`src/hw/rtl/smc_pkg.sv`:
```
package smc_pkg;

   // Defaults for the top-level parameters
   localparam int CAPACITY_DEF   = 16;
   localparam int VALUE_BITS_DEF = 32;
   localparam int COUNT_BITS_DEF = 16;

   // Fixed field widths of the channels
   localparam int KIND_W  = 2;
   localparam int VALUE_W = 32;
   localparam int OCC_W   = 16;
   localparam int TOTAL_W = 20;
   localparam int NMAX_W  = 5;

   // Widest count the accumulator control can carry
   localparam int CNT_FIELD_W = 32;

   // Operation codes; query and the unused code take the default path
   localparam logic [KIND_W-1:0] KIND_ADD    = 2'd0;
   localparam logic [KIND_W-1:0] KIND_REMOVE = 2'd1;

   typedef struct packed {
      logic                   clear;
      logic                   add;
      logic [CNT_FIELD_W-1:0] count;
   } acc_ctl_type;

endpackage

```
`src/hw/rtl/smc_if.sv`:
```
interface smc_req_if;
   logic                               valid;
   logic                               ready;
   logic        [smc_pkg::KIND_W-1:0]  kind;
   logic signed [smc_pkg::VALUE_W-1:0] value;

   modport source (output valid, kind, value, input ready);
   modport sink (input valid, kind, value, output ready);
endinterface

interface smc_rsp_if;
   logic                         valid;
   logic                         ready;
   logic                         found;
   logic [smc_pkg::OCC_W-1:0]    occurrences;
   logic [smc_pkg::TOTAL_W-1:0]  total_size;
   logic [smc_pkg::NMAX_W-1:0]   max_freq_entries;
   logic                         full_drop;

   modport source (output valid, found, occurrences, total_size, max_freq_entries, full_drop,
                   input ready);
   modport sink (input valid, found, occurrences, total_size, max_freq_entries, full_drop,
                 output ready);
endinterface

interface smc_csr_if;
   logic valid;
   logic ready;
   logic data;

   modport source (output valid, data, input ready);
   modport sink (input valid, data, output ready);
endinterface

```
`src/hw/rtl/smc_store.sv`:
```
module smc_store #(
   parameter int DEPTH = smc_pkg::CAPACITY_DEF,
   parameter int VAL_W = smc_pkg::VALUE_BITS_DEF,
   parameter int CNT_W = smc_pkg::COUNT_BITS_DEF
) (
   input  logic                     clock,
   input  logic                     wr_en,
   input  logic [$clog2(DEPTH)-1:0] wr_addr,
   input  logic [VAL_W-1:0]         wr_val,
   input  logic [CNT_W-1:0]         wr_cnt,
   input  logic [$clog2(DEPTH)-1:0] rd_addr,
   output logic [VAL_W-1:0]         rd_val_ff,
   output logic [CNT_W-1:0]         rd_cnt_ff
);

   logic [VAL_W-1:0] val_mem_ff [DEPTH];
   logic [CNT_W-1:0] cnt_mem_ff [DEPTH];

   // Read returns the old entry when the same address is written
   always_ff @(posedge clock) begin
      rd_val_ff <= val_mem_ff[rd_addr];
      rd_cnt_ff <= cnt_mem_ff[rd_addr];
      if (wr_en) begin
         val_mem_ff[wr_addr] <= wr_val;
         cnt_mem_ff[wr_addr] <= wr_cnt;
      end
   end

endmodule

```
`src/hw/rtl/smc_freq_acc.sv`:
```
module smc_freq_acc #(
   parameter int CAPACITY   = smc_pkg::CAPACITY_DEF,
   parameter int COUNT_BITS = smc_pkg::COUNT_BITS_DEF
) (
   input  logic                                      clock,
   input  smc_pkg::acc_ctl_type                      ctl,
   output logic [COUNT_BITS+$clog2(CAPACITY+1)-1:0]  total_ff,
   output logic [$clog2(CAPACITY+1)-1:0]             nmax_ff
);

   localparam int NW    = $clog2(CAPACITY + 1);
   localparam int TOT_W = COUNT_BITS + NW;

   logic [COUNT_BITS-1:0] cnt;
   logic [COUNT_BITS-1:0] max_ff, max_in;
   logic [TOT_W-1:0]      total_in;
   logic [NW-1:0]         nmax_in;

   always_comb begin
      cnt      = ctl.count[COUNT_BITS-1:0];
      total_in = total_ff;
      max_in   = max_ff;
      nmax_in  = nmax_ff;
      if (ctl.clear) begin
         total_in = '0;
         max_in   = '0;
         nmax_in  = '0;
      end else if (ctl.add) begin
         total_in = total_ff + TOT_W'(cnt);
         // stored counts are never zero, so an empty tally marks the first entry
         if (nmax_ff == '0 || cnt > max_ff) begin
            max_in  = cnt;
            nmax_in = NW'(1);
         end else if (cnt == max_ff) begin
            nmax_in = nmax_ff + NW'(1);
         end
      end
   end

   always_ff @(posedge clock) begin
      total_ff <= total_in;
      max_ff   <= max_in;
      nmax_ff  <= nmax_in;
   end

endmodule

```
`src/hw/rtl/sorted_multiset_counter.sv`:
```
// Channel  Dir  Handshake     Payload
// req_if   in   valid/ready   kind, value
// rsp_if   out  valid/ready   found, occurrences, total_size, max_freq_entries, full_drop
// csr_if   in   valid/ready   data (order_descending)
//
// Each item runs a search pass, which reads entries until it finds a match (at most
// CAPACITY entries), and an update pass, which rewrites and tallies every entry of the
// table as it stands after the operation. One memory read port sets the pace.
// req_if.ready is high only while the sequencer is idle; a result held in rsp_if waits
// without blocking the next accept. csr_if is always ready. Synchronous reset empties
// the table at once; no clearing pass.
module sorted_multiset_counter #(
   parameter int CAPACITY   = smc_pkg::CAPACITY_DEF,
   parameter int VALUE_BITS = smc_pkg::VALUE_BITS_DEF,
   parameter int COUNT_BITS = smc_pkg::COUNT_BITS_DEF
) (
   input logic          clock,
   input logic          reset,
   smc_req_if.sink      req_if,
   smc_rsp_if.source    rsp_if,
   smc_csr_if.sink      csr_if
);

   localparam int AW       = $clog2(CAPACITY);
   localparam int NW       = $clog2(CAPACITY + 1);
   localparam int TOT_W    = COUNT_BITS + NW;
   localparam int CF_W     = smc_pkg::CNT_FIELD_W;
   localparam int EXT_W    = (VALUE_BITS > smc_pkg::VALUE_W) ? VALUE_BITS : smc_pkg::VALUE_W;
   localparam int OCC_X_W  = (COUNT_BITS > smc_pkg::OCC_W) ? COUNT_BITS : smc_pkg::OCC_W;
   localparam int TOT_X_W  = (TOT_W > smc_pkg::TOTAL_W) ? TOT_W : smc_pkg::TOTAL_W;
   localparam int NMAX_X_W = (NW > smc_pkg::NMAX_W) ? NW : smc_pkg::NMAX_W;

   typedef enum logic [2:0] {
      ST_IDLE,
      ST_SEARCH,
      ST_PLAN,
      ST_UPDATE,
      ST_DONE
   } state_type;

   typedef enum logic [1:0] {
      UPD_KEEP,
      UPD_INSERT,
      UPD_DELETE,
      UPD_CHANGE
   } upd_mode_type;

   typedef struct packed {
      logic                  en;
      logic [AW-1:0]         addr;
      logic [VALUE_BITS-1:0] val;
      logic [COUNT_BITS-1:0] cnt;
   } store_wr_type;

   state_type                     state_ff, state_in;
   upd_mode_type                  mode_ff, mode_in, p_mode, mode_sel;
   logic [smc_pkg::KIND_W-1:0]    kind_ff, kind_in;
   logic [VALUE_BITS-1:0]         val_ff, val_in;
   logic [NW-1:0]                 n_ff, n_in, idx_ff, idx_in, pos_ff, pos_in, p_n;
   logic [NW-1:0]                 nx, src;
   logic                          found_ff, found_in;
   logic [COUNT_BITS-1:0]         cnt_ff, cnt_in, new_cnt_ff, new_cnt_in, p_cnt;
   logic [COUNT_BITS-1:0]         occ_ff, occ_in, p_occ;
   logic                          drop_ff, drop_in, p_drop;
   logic                          order_ff, order_in;

   logic                          rsp_valid_ff, rsp_valid_in;
   logic                          rsp_found_ff, rsp_found_in;
   logic [smc_pkg::OCC_W-1:0]     rsp_occ_ff, rsp_occ_in;
   logic [smc_pkg::TOTAL_W-1:0]   rsp_total_ff, rsp_total_in;
   logic [smc_pkg::NMAX_W-1:0]    rsp_nmax_ff, rsp_nmax_in;
   logic                          rsp_drop_ff, rsp_drop_in;

   logic signed [EXT_W-1:0]       req_val_ext;
   logic [OCC_X_W-1:0]            occ_ext;
   logic [TOT_X_W-1:0]            total_ext;
   logic [NMAX_X_W-1:0]           nmax_ext;

   logic [AW-1:0]                 rd_addr;
   logic [VALUE_BITS-1:0]         rd_val;
   logic [COUNT_BITS-1:0]         rd_cnt;
   store_wr_type                  st_wr;
   smc_pkg::acc_ctl_type          acc_ctl;
   logic [TOT_W-1:0]              acc_total;
   logic [NW-1:0]                 acc_nmax;

   logic                          req_fire, eq, goes_after;

   smc_store #(
      .DEPTH (CAPACITY),
      .VAL_W (VALUE_BITS),
      .CNT_W (COUNT_BITS)
   ) u_store (
      .clock     (clock),
      .wr_en     (st_wr.en),
      .wr_addr   (st_wr.addr),
      .wr_val    (st_wr.val),
      .wr_cnt    (st_wr.cnt),
      .rd_addr   (rd_addr),
      .rd_val_ff (rd_val),
      .rd_cnt_ff (rd_cnt)
   );

   smc_freq_acc #(
      .CAPACITY   (CAPACITY),
      .COUNT_BITS (COUNT_BITS)
   ) u_acc (
      .clock    (clock),
      .ctl      (acc_ctl),
      .total_ff (acc_total),
      .nmax_ff  (acc_nmax)
   );

   assign req_if.ready = (state_ff == ST_IDLE);
   assign req_fire     = req_if.valid && req_if.ready;
   assign csr_if.ready = 1'b1;
   assign req_val_ext  = EXT_W'(req_if.value);

   assign rsp_if.valid            = rsp_valid_ff;
   assign rsp_if.found            = rsp_found_ff;
   assign rsp_if.occurrences      = rsp_occ_ff;
   assign rsp_if.total_size       = rsp_total_ff;
   assign rsp_if.max_freq_entries = rsp_nmax_ff;
   assign rsp_if.full_drop        = rsp_drop_ff;

   assign occ_ext   = OCC_X_W'(occ_ff);
   assign total_ext = TOT_X_W'(acc_total);
   assign nmax_ext  = NMAX_X_W'(acc_nmax);

   assign eq         = (rd_val == val_ff);
   assign goes_after = order_ff ? ($signed(rd_val) < $signed(val_ff))
                                : ($signed(rd_val) > $signed(val_ff));

   // Decide what the update pass does, from the search outcome
   always_comb begin
      p_mode = UPD_KEEP;
      p_n    = n_ff;
      p_cnt  = cnt_ff;
      p_occ  = '0;
      p_drop = 1'b0;
      unique case (kind_ff)
         smc_pkg::KIND_ADD: begin
            if (found_ff) begin
               p_mode = UPD_CHANGE;
               p_cnt  = (&cnt_ff) ? cnt_ff : cnt_ff + COUNT_BITS'(1);
               p_occ  = p_cnt;
            end else if (n_ff == NW'(CAPACITY)) begin
               p_drop = 1'b1;
            end else begin
               p_mode = UPD_INSERT;
               p_n    = n_ff + NW'(1);
               p_occ  = COUNT_BITS'(1);
            end
         end
         smc_pkg::KIND_REMOVE: begin
            if (found_ff) begin
               if (cnt_ff > COUNT_BITS'(1)) begin
                  p_mode = UPD_CHANGE;
                  p_cnt  = cnt_ff - COUNT_BITS'(1);
                  p_occ  = p_cnt;
               end else begin
                  p_mode = UPD_DELETE;
                  p_n    = n_ff - NW'(1);
               end
            end
         end
         default: begin
            if (found_ff) begin
               p_occ = cnt_ff;
            end
         end
      endcase
   end

   // Source entry of the next slot in the update pass
   always_comb begin
      nx       = (state_ff == ST_PLAN) ? '0 : idx_ff + NW'(1);
      mode_sel = (state_ff == ST_PLAN) ? p_mode : mode_ff;
      unique case (mode_sel)
         UPD_INSERT: src = (nx > pos_ff) ? nx - NW'(1) : nx;
         UPD_DELETE: src = (nx >= pos_ff) ? nx + NW'(1) : nx;
         default:    src = nx;
      endcase
   end

   always_comb begin
      state_in     = state_ff;
      mode_in      = mode_ff;
      kind_in      = kind_ff;
      val_in       = val_ff;
      n_in         = n_ff;
      idx_in       = idx_ff;
      pos_in       = pos_ff;
      found_in     = found_ff;
      cnt_in       = cnt_ff;
      new_cnt_in   = new_cnt_ff;
      occ_in       = occ_ff;
      drop_in      = drop_ff;
      order_in     = order_ff;
      rsp_valid_in = rsp_valid_ff;
      rsp_found_in = rsp_found_ff;
      rsp_occ_in   = rsp_occ_ff;
      rsp_total_in = rsp_total_ff;
      rsp_nmax_in  = rsp_nmax_ff;
      rsp_drop_in  = rsp_drop_ff;
      rd_addr      = '0;
      st_wr        = '0;
      acc_ctl      = '0;

      if (csr_if.valid) begin
         order_in = csr_if.data;
      end
      if (rsp_valid_ff && rsp_if.ready) begin
         rsp_valid_in = 1'b0;
      end

      unique case (state_ff)
         ST_IDLE: begin
            if (req_fire) begin
               kind_in  = req_if.kind;
               val_in   = req_val_ext[VALUE_BITS-1:0];
               found_in = 1'b0;
               pos_in   = n_ff;
               idx_in   = '0;
               state_in = (n_ff == '0) ? ST_PLAN : ST_SEARCH;
            end
         end
         ST_SEARCH: begin
            if (eq) begin
               found_in = 1'b1;
               pos_in   = idx_ff;
               cnt_in   = rd_cnt;
               state_in = ST_PLAN;
            end else begin
               // keep the first slot whose entry sorts after the new value
               if (goes_after && pos_ff == n_ff) begin
                  pos_in = idx_ff;
               end
               if (idx_ff == n_ff - NW'(1)) begin
                  state_in = ST_PLAN;
               end else begin
                  idx_in  = idx_ff + NW'(1);
                  rd_addr = idx_in[AW-1:0];
               end
            end
         end
         ST_PLAN: begin
            mode_in     = p_mode;
            n_in        = p_n;
            new_cnt_in  = p_cnt;
            occ_in      = p_occ;
            drop_in     = p_drop;
            idx_in      = '0;
            rd_addr     = src[AW-1:0];
            acc_ctl.clear = 1'b1;
            state_in    = (p_n == '0) ? ST_DONE : ST_UPDATE;
         end
         ST_UPDATE: begin
            st_wr.en   = 1'b1;
            st_wr.addr = idx_ff[AW-1:0];
            st_wr.val  = rd_val;
            st_wr.cnt  = rd_cnt;
            if (idx_ff == pos_ff) begin
               if (mode_ff == UPD_INSERT) begin
                  st_wr.val = val_ff;
                  st_wr.cnt = COUNT_BITS'(1);
               end else if (mode_ff == UPD_CHANGE) begin
                  st_wr.cnt = new_cnt_ff;
               end
            end
            acc_ctl.add   = 1'b1;
            acc_ctl.count = CF_W'(st_wr.cnt);
            rd_addr       = src[AW-1:0];
            if (idx_ff == n_ff - NW'(1)) begin
               state_in = ST_DONE;
            end else begin
               idx_in = idx_ff + NW'(1);
            end
         end
         ST_DONE: begin
            // hold until the output register is free
            if (!rsp_valid_ff || rsp_if.ready) begin
               rsp_valid_in = 1'b1;
               rsp_found_in = found_ff;
               rsp_occ_in   = occ_ext[smc_pkg::OCC_W-1:0];
               rsp_total_in = total_ext[smc_pkg::TOTAL_W-1:0];
               rsp_nmax_in  = nmax_ext[smc_pkg::NMAX_W-1:0];
               rsp_drop_in  = drop_ff;
               state_in     = ST_IDLE;
            end
         end
         default: begin
            state_in = ST_IDLE;
         end
      endcase
   end

   always_ff @(posedge clock) begin
      if (reset) begin
         state_ff     <= ST_IDLE;
         n_ff         <= '0;
         order_ff     <= 1'b0;
         rsp_valid_ff <= 1'b0;
      end else begin
         state_ff     <= state_in;
         n_ff         <= n_in;
         order_ff     <= order_in;
         rsp_valid_ff <= rsp_valid_in;
      end
      mode_ff      <= mode_in;
      kind_ff      <= kind_in;
      val_ff       <= val_in;
      idx_ff       <= idx_in;
      pos_ff       <= pos_in;
      found_ff     <= found_in;
      cnt_ff       <= cnt_in;
      new_cnt_ff   <= new_cnt_in;
      occ_ff       <= occ_in;
      drop_ff      <= drop_in;
      rsp_found_ff <= rsp_found_in;
      rsp_occ_ff   <= rsp_occ_in;
      rsp_total_ff <= rsp_total_in;
      rsp_nmax_ff  <= rsp_nmax_in;
      rsp_drop_ff  <= rsp_drop_in;
   end

`ifndef NO_ASSERTIONS
   a_fill_bound: assert property (@(posedge clock) disable iff (reset)
      n_ff <= NW'(CAPACITY))
      else $error("table fill exceeds capacity");

   a_pos_bound: assert property (@(posedge clock) disable iff (reset)
      state_ff == ST_PLAN |-> pos_ff <= n_ff)
      else $error("match or insert slot beyond table fill");

   a_no_zero_count: assert property (@(posedge clock) disable iff (reset)
      state_ff == ST_UPDATE |-> st_wr.cnt != '0)
      else $error("zero count written into a used entry");

   a_drop_result: assert property (@(posedge clock) disable iff (reset)
      rsp_valid_ff && rsp_drop_ff |-> !rsp_found_ff && rsp_occ_ff == '0)
      else $error("dropped add reports a present value");

   a_busy_after_accept: assert property (@(posedge clock) disable iff (reset)
      req_fire |=> !req_if.ready)
      else $error("sequencer idle right after an accept");
`endif

endmodule
```
`src/flat_wrapper.sv`:
```
// flat-port wrapper written by rule: the top's interface ports become plain ports
module sorted_multiset_counter_flat 
#(
   parameter int CAPACITY   = smc_pkg::CAPACITY_DEF,
   parameter int VALUE_BITS = smc_pkg::VALUE_BITS_DEF,
   parameter int COUNT_BITS = smc_pkg::COUNT_BITS_DEF
)
  (clock, reset, req_if_valid, req_if_kind, req_if_value, req_if_ready, rsp_if_valid, rsp_if_found, rsp_if_occurrences, rsp_if_total_size, rsp_if_max_freq_entries, rsp_if_full_drop, rsp_if_ready, csr_if_valid, csr_if_data, csr_if_ready);
  smc_req_if req_if_i ();
  smc_rsp_if rsp_if_i ();
  smc_csr_if csr_if_i ();
  input logic clock;
  input logic reset;
  input wire logic [$bits(req_if_i.valid)-1:0] req_if_valid;
  input wire logic [$bits(req_if_i.kind)-1:0] req_if_kind;
  input wire logic [$bits(req_if_i.value)-1:0] req_if_value;
  output wire logic [$bits(req_if_i.ready)-1:0] req_if_ready;
  output wire logic [$bits(rsp_if_i.valid)-1:0] rsp_if_valid;
  output wire logic [$bits(rsp_if_i.found)-1:0] rsp_if_found;
  output wire logic [$bits(rsp_if_i.occurrences)-1:0] rsp_if_occurrences;
  output wire logic [$bits(rsp_if_i.total_size)-1:0] rsp_if_total_size;
  output wire logic [$bits(rsp_if_i.max_freq_entries)-1:0] rsp_if_max_freq_entries;
  output wire logic [$bits(rsp_if_i.full_drop)-1:0] rsp_if_full_drop;
  input wire logic [$bits(rsp_if_i.ready)-1:0] rsp_if_ready;
  input wire logic [$bits(csr_if_i.valid)-1:0] csr_if_valid;
  input wire logic [$bits(csr_if_i.data)-1:0] csr_if_data;
  output wire logic [$bits(csr_if_i.ready)-1:0] csr_if_ready;
  assign req_if_i.valid = req_if_valid;
  assign req_if_i.kind = req_if_kind;
  assign req_if_i.value = req_if_value;
  assign req_if_ready = req_if_i.ready;
  assign rsp_if_valid = rsp_if_i.valid;
  assign rsp_if_found = rsp_if_i.found;
  assign rsp_if_occurrences = rsp_if_i.occurrences;
  assign rsp_if_total_size = rsp_if_i.total_size;
  assign rsp_if_max_freq_entries = rsp_if_i.max_freq_entries;
  assign rsp_if_full_drop = rsp_if_i.full_drop;
  assign rsp_if_i.ready = rsp_if_ready;
  assign csr_if_i.valid = csr_if_valid;
  assign csr_if_i.data = csr_if_data;
  assign csr_if_ready = csr_if_i.ready;
  sorted_multiset_counter #(.CAPACITY(CAPACITY), .VALUE_BITS(VALUE_BITS), .COUNT_BITS(COUNT_BITS)) u_core (.clock(clock), .reset(reset), .req_if(req_if_i), .rsp_if(rsp_if_i), .csr_if(csr_if_i));
endmodule
```
`config.mk`:
```
export PLATFORM = sky130hd
export DESIGN_NAME = sorted_multiset_counter_flat
export DESIGN_NICKNAME = d
export VERILOG_FILES = /design/src/hw/rtl/smc_pkg.sv /design/src/hw/rtl/smc_if.sv /design/src/hw/rtl/smc_store.sv /design/src/hw/rtl/smc_freq_acc.sv /design/src/hw/rtl/sorted_multiset_counter.sv /design/src/flat_wrapper.sv
export SDC_FILE = /design/constraint.sdc
export NUM_CORES = 1
export LEC_CHECK = 0
export ABC_CLOCK_PERIOD_IN_PS = 5350
export BUFFER_PORTS_ARGS = -buffer_cell sky130_fd_sc_hd__buf_2
export CAP_MARGIN = 20
export CORE_MARGIN = 1
export CORE_UTILIZATION = 50
export DETAILED_ROUTE_END_ITERATION = 10
export PLACE_DENSITY_LB_ADDON = 0.25
export SLEW_MARGIN = 20
export SYNTH_ARGS = -nofsm -noshare
export SYNTH_HDL_FRONTEND = slang
export SYNTH_HIERARCHICAL = 1
export SYNTH_SLANG_ARGS = --single-unit
```
`constraint.sdc`:
```
create_clock -name clock -period 5.35 [get_ports clock]
set_input_delay 0.535 -clock clock [delete_from_list [all_inputs] [get_ports clock]]
set_output_delay 0.535 -clock clock [all_outputs]
set_load 0.03 [all_outputs]
```
# ---- Word-level counts from Yosys, hierarchy flattened
# Memories as Yosys holds them, arrays and structs flattened. A register that Yosys moved wholly into a read port is not among the register bits.
# Cells that the tools add are included.
dict set report classes {
  bitwise_logic 1
  reduce_logical 26
  n_mux 64
  magnitude_cmp 6
  n_eq_ne 22
  add_sub_neg 9
}
# operator count
set ops {}
lappend ops {{2-to-1 mux 16 bit} 10}
lappend ops {{2-to-1 mux 5 bit} 13}
lappend ops {{case mux 16 bit (2 select lines)} 2}
lappend ops {{2-to-1 mux 53 bit} 1}
lappend ops {{2-to-1 mux 48 bit} 1}
lappend ops {{2-to-1 mux 33 bit} 1}
lappend ops {{equality test 32 bit} 1}
lappend ops {{greater-than comparator 32 bit} 1}
lappend ops {{less-than comparator 32 bit} 1}
lappend ops {{2-to-1 mux 32 bit} 1}
lappend ops {{adder 21 x 16 -> 21 bit} 1}
lappend ops {{case mux 5 bit (2 select lines)} 2}
lappend ops {{case mux 5 bit (4 select lines)} 1}
lappend ops {{2-to-1 mux 3 bit} 6}
lappend ops {{adder 16 x 1 -> 16 bit, second input constant} 1}
lappend ops {{equality test 16 bit} 1}
lappend ops {{greater-than comparator 16 x 1 -> 1 bit, second input constant} 1}
lappend ops {{greater-than comparator 16 bit} 1}
lappend ops {{2-to-1 mux 4 bit} 4}
lappend ops {{case mux 4 bit (2 select lines)} 2}
lappend ops {{AND reduction 16 bit} 1}
lappend ops {{subtractor 16 x 1 -> 16 bit, second input constant} 1}
lappend ops {{adder 5 x 1 -> 5 bit, second input constant} 3}
lappend ops {{equality test 5 bit} 3}
lappend ops {{32 further kinds} 68}
dict set report word_totals {
  ramBits 768
  elab_cells 152
  out_inout_bits 46
  memories 2
  in_bits 40
  regBits 191
}
# name words word_bits rd rd_clocked_by_memory_dff wr line
set mem_list {}
lappend mem_list {u_core.u_store.val_mem_ff 16 32 1 1 1 smc_store.sv:16} ;# logic [VAL_W-1:0] val_mem_ff [DEPTH];
lappend mem_list {u_core.u_store.cnt_mem_ff 16 16 1 1 1 smc_store.sv:17} ;# logic [CNT_W-1:0] cnt_mem_ff [DEPTH];

# ---- Depth between registers and ports, before layout
dict set report depth {
  word_depth 9
  mapped_depth 21
  ltp_nobuf 16
}

# ---- By module
# The synthesis kept the hierarchy.
# mod cells_per_inst seq_area_each_um2 area_each_um2 instances
set modules_own_cells {}
lappend modules_own_cells {smc_store 1242 24023.0 29694.7 1}
lappend modules_own_cells {sorted_multiset_counter 892 4354.2 8653.3 1}
lappend modules_own_cells {smc_freq_acc 335 840.8 2884.0 1}

# ---- Worst setup path before layout
# Ideal clock, no wire load.
dict set report synth_path {
  kind {register -> register}
  startpoint {reg u_core.state_ff[1]}
  endpoint {mem u_core/u_store/cnt_mem_ff[0][0] (netlist name) (enable)}
  arrival_ps 4811
  period_less_slack_ps 5324
  setup_ps 513
  t_required_ps 4837
  path_slack_ps 26
  path_stages_with_launch 7
  n_path_buf 2
  cell_sequence {dfxtp_1 > clkbuf_1 > nand3_1 > clkbuf_1 > nor2_1 > or3b_2 > nor3_1}
}
# item line
set synth_lines {}
lappend synth_lines {{start, declared} sorted_multiset_counter.sv:55} ;# state_type state_ff, state_in;
lappend synth_lines {{start signal, assigned} sorted_multiset_counter.sv:305} ;# state_ff <= state_in;
lappend synth_lines {{end, declared} smc_store.sv:17}

# ---- Worst setup path after layout
dict set report layout_path {
  startpoint {reg u_core.state_ff[2]}
  endpoint {reg u_core.u_store.rd_cnt_ff[4], read port of u_core.u_store.cnt_mem_ff}
}
dict set report layout_between {
  elab_chain_cells 6
  word_cells_on_any_way 16
  cone_classes {add/sub: 2; order compare: 2; eq/ne: 5; mux: 6; reduce/logical: 1}
}
# item line
set layout_lines {}
lappend layout_lines {{equality test 3 x 2 -> 1 bit} {sorted_multiset_counter.sv:177, sorted_multiset_counter.sv:178, sorted_multiset_counter.sv:217}}
lappend layout_lines {{2-to-1 mux 5 bit} sorted_multiset_counter.sv:177} ;# nx = (state_ff == ST_PLAN) ? '0 : idx_ff + NW'(1);
lappend layout_lines {{adder 4 x 1 -> 4 bit (tied with other cells)} sorted_multiset_counter.sv:181} ;# UPD_DELETE: src = (nx >= pos_ff) ? nx + NW'(1) : nx;
lappend layout_lines {{2-to-1 mux 4 bit (on tied branches)} {sorted_multiset_counter.sv:181, sorted_multiset_counter.sv:180}}
lappend layout_lines {{case mux 4 bit (2 select lines)} sorted_multiset_counter.sv:179} ;# unique case (mode_sel)
lappend layout_lines {{case mux 4 bit (2 select lines) (*)} sorted_multiset_counter.sv:217} ;# unique case (state_ff)
lappend layout_lines {{net u_core.rd_addr[0]} sorted_multiset_counter.sv:79} ;# logic [AW-1:0] rd_addr;
lappend layout_lines {{end, declared} smc_store.sv:13} ;# output logic [CNT_W-1:0] rd_cnt_ff
# Mark *: on every way through the listed nets, which the timed path passes. The rest lies on a longest branch.
# A chain may end at the register's enable or synchronous reset.

==> results.txt <==
Number of instances resized during post-cts repair: 0
Final weighted congestion in routability-driven placement: 0.864
Number of fill cells in the layout: 5960
Final setup vio count: 0
Final min period: 4.70 ns
Busiest layer in global routing: met2
Worst Reg-to-Reg Cells: 16
Final-report max-slew violation count: 0
First-pass GRT wire length: 143000 µm
Synth warn: 6
Static leakage: 15.3 nW
Post-route antenna net violation count: 0
Synthesized area: 41200 µm²
Crit-path most repeated cell: buf_4
Endpoint of the lowest-slack register-to-register path: u_core/u_store/rd_cnt_ff[4]
HPWL after detailed placement: 52700 µm
Area taken by flip-flops and latches: 29200 µm²
Met1 global-route usage: 31.5%
Detail-routed via count per cell: 6.05
Hold-fix buffers at CTS: 0
Instance count along the most critical hold path: 1
RSZ-0062 raised after global routing: no
Post-route worst hold slack: 0.0390 ns
Min-Delay Startpoint: req_if_value[4]
Global Route met2 Usage: 38.6%
Register clock-pin slew on the reported worst setup and hold paths: 0.07 ns
Proportion of power drawn by the clock network: 31.7%
TritonCTS clock tree: yes
Critical path, cell by cell: nand2b_1 -> buf_4 -> or2_2 -> clkinv_2 -> buf_4 -> nor2_1 -> a31o_2 -> ha_1 -> o22ai_1 -> a21oi_1 -> a32o_4 -> buf_12 -> buf_4 -> mux4_2 -> a22oi_1 -> nand2_1
Critical path data required time: 5.89 ns
Deepest level of the CTS H-tree: 3
Overall die height: 289 µm
Fin nets: 2727
Die Wd: 289 µm
Ratio of final minimum period to clock period: 87.9%
Pin count of the biggest net entering global routing: 49
Total power divided by cell area: 495 nW/µm²
Category of the critical setup timing path: flop to flop
Cell count after synthesis: 2464
Area occupied by multi-input gates: 11300 µm²
Worst R2R Start: u_core/state_ff[2]
Outcome: complete, no violations
Slew Limit Headroom: 24.6%
PortBufs: 84
Residual DRC: 0
Maximum single-stage delay on the critical path: 0.54 ns
Hold WC Path Type: input pin to flop
Detailed-route wire length per cell: 25.2 µm
Clock tree skew after final layout: 0.0360 ns
Maximum vdd drop: 477 µV
Flop-to-flop setup slack: 0.65 ns
Fraction of layout cells with a size suffix above 1: 21.8%
Max Freq: 213 MHz
Mapped Avg Cell Area: 16.7 µm²
Clock latency on the worst-skew pair: 0.67 ns
Vias after detailed routing: 22699
Total number of placement rows: 104
Nature of the critical path endpoint: flop
Deepest clock path buffer count: 3
Syn Nets: 2588
Grt ovf: 0
Setup tns final: 0 ns
Crit path max-delay cell type: mux4_2
Count of pins on the block boundary: 86
Arrival time worst endpoint: 5.24 ns
Detailed Route Iter0 Violations: 2210
Fraction of power consumed by sequential logic: 41.3%
Fraction of power consumed by combinational cells: 27.0%
Switching power summed over all nets: 6.81 mW
Initial antenna violation count: 0
Growth of design area from synthesis to finish: 14.0%
Fin. Hold Viols: 0
Die Area: 83500 µm²
GR met3 Demand/Resource: 3.12%
Clock sink count: 1006
Root Driver: clkbuf_16
Initial Utilization: 50.8%
Area of the placeable core: 81100 µm²
GRT Resource Usage Total: 23.0%
Hold worst-path end: u_core/val_ff[4]
Final antenna diode count: 0
CP max FO: 47
Vias in the first global route: 22971
Element type at the critical path start: flop
TritonCTS buffer count: 100
First-pass detailed-route iteration total: 5
Worst-margin pin slew: 1.13 ns
Number of violations of the max-capacitance limit: 0
Post CTS Setup Buffer Count: 0
Sw Ratio: 29.3%
Overall routed net length: 94600 µm
Launch point of the critical path: u_core/state_ff[2]
Internal cell power: 16.4 mW
-- area by class of cell --
| class | instances | share of cell area [%] |
|---|---|---|
| clock inverter | 48 | 1.34 |
| multi-input combinational | 1247 | 24.1 |
| inverter | 83 | 0.666 |
| timing repair buffer | 165 | 2.72 |
| sequential | 1006 | 62.2 |
| clock buffer | 142 | 6.19 |
| tap | 1060 | 2.83 |
-- placed cells by master (no fill, tap or decap), types with 9 or more instances in the layout --
master,n
a21o_1,23
a21oi_1,104
a21oi_2,10
a22oi_1,101
a31oi_1,15
and3_1,10
buf_12,20
buf_2,85
buf_4,60
bufinv_16,13
clkbuf_1,22
clkbuf_16,104
clkbuf_8,16
clkinv_1,11
clkinv_2,16
dfxtp_1,101
edfxtp_1,905
ha_1,83
inv_1,82
mux2i_1,35
mux4_2,192
nand2_1,199
nand2b_1,15
nand3_1,48
nand4_1,19
nor2_1,106
nor2_4,13
nor2b_1,9
nor3_1,22
o21ai_0,44
o22ai_1,9
xnor2_1,22
xor2_1,22
-- power groups by stage --
stage | Combinational, mW | Clock, mW | Sequential (mW)
6_report | 6.28 | 7.36 | 9.60
5_1_grt | 6.88 | 7.79 | 9.64
4_1_cts | 6.34 | 7.48 | 9.60
3_5_place_dp | 6.30 | 0 | 9.76
3_3_place_gp | 6.20 | 0 | 9.75
2_1_floorplan | 4.72 | 0 | 9.56
-- worst max-delay path by stage --
stage / endpoint / slack, ns / depth (start not counted)
global placement: u_core/u_store/rd_cnt_ff[10] / 0.77 / 16
detailed placement: u_core/u_store/rd_cnt_ff[15] / 0.68 / 16
CTS: u_core/u_store/rd_cnt_ff[4] / 0.64 / 16
finish: u_core/u_store/rd_cnt_ff[4] / 0.65 / 16
global route: u_core/u_store/rd_cnt_ff[4] / 0.28 / 15
floorplan: u_core/u_store/cnt_mem_ff[0][0] / 0.03 / 6
-- state kept, by name, summed over array words and instances, names as in the netlist, 2 cells and up --
signal / cells
u_core/u_store/val_mem_ff: 512
u_core/u_store/cnt_mem_ff: 256
u_core/u_store/rd_val_ff: 32
u_core/val_ff: 32
u_core/rsp_if.total_size: 20
u_core/u_acc/total_ff: 20
u_core/cnt_ff: 16
u_core/new_cnt_ff: 16
u_core/occ_ext: 16
u_core/rsp_if.occurrences: 16
u_core/u_acc/max_ff: 16
u_core/u_store/rd_cnt_ff: 16
u_core/idx_ff: 5
u_core/n_ff: 5
u_core/pos_ff: 5
u_core/rsp_if.max_freq_entries: 5
u_core/u_acc/nmax_ff: 5
u_core/state_ff: 3
u_core/kind_ff: 2
u_core/mode_ff: 2
-- routing by layer --
layer  wire (µm)  part of all wire (%)
met1       39200                    41
met2       47700                    50
met4        1880                   2.0
met3        5880                   6.2
met5           0                     0
-- per-stage QoR --
stage	power (mW)	worst slack (ns)	std cells	instance area, µm²	util [%]
final	23.2	0.649	3751	46900	57.9
after global routing	24.3	0.283	3751	46900	57.9
after CTS	23.4	0.642	3749	46900	57.9
after detailed placement	16.1	0.675	3559	43400	53.5
after global placement	15.9	0.770	3559	43400	53.5
after floorplan	14.3	0.0258	2464	41200	-
-- worst max-delay path, delay by kind of cell (launching register included) --
kind	cells	cell delay [ns]
muxes	1	0.54
AOI/OAI and AO/OA	5	1.15
and+or+nand+nor	4	0.70
buffers and inverters	5	1.33
DFF	1	0.34
adders and majority gates	1	0.48
(Power assumes the default switching activity.)
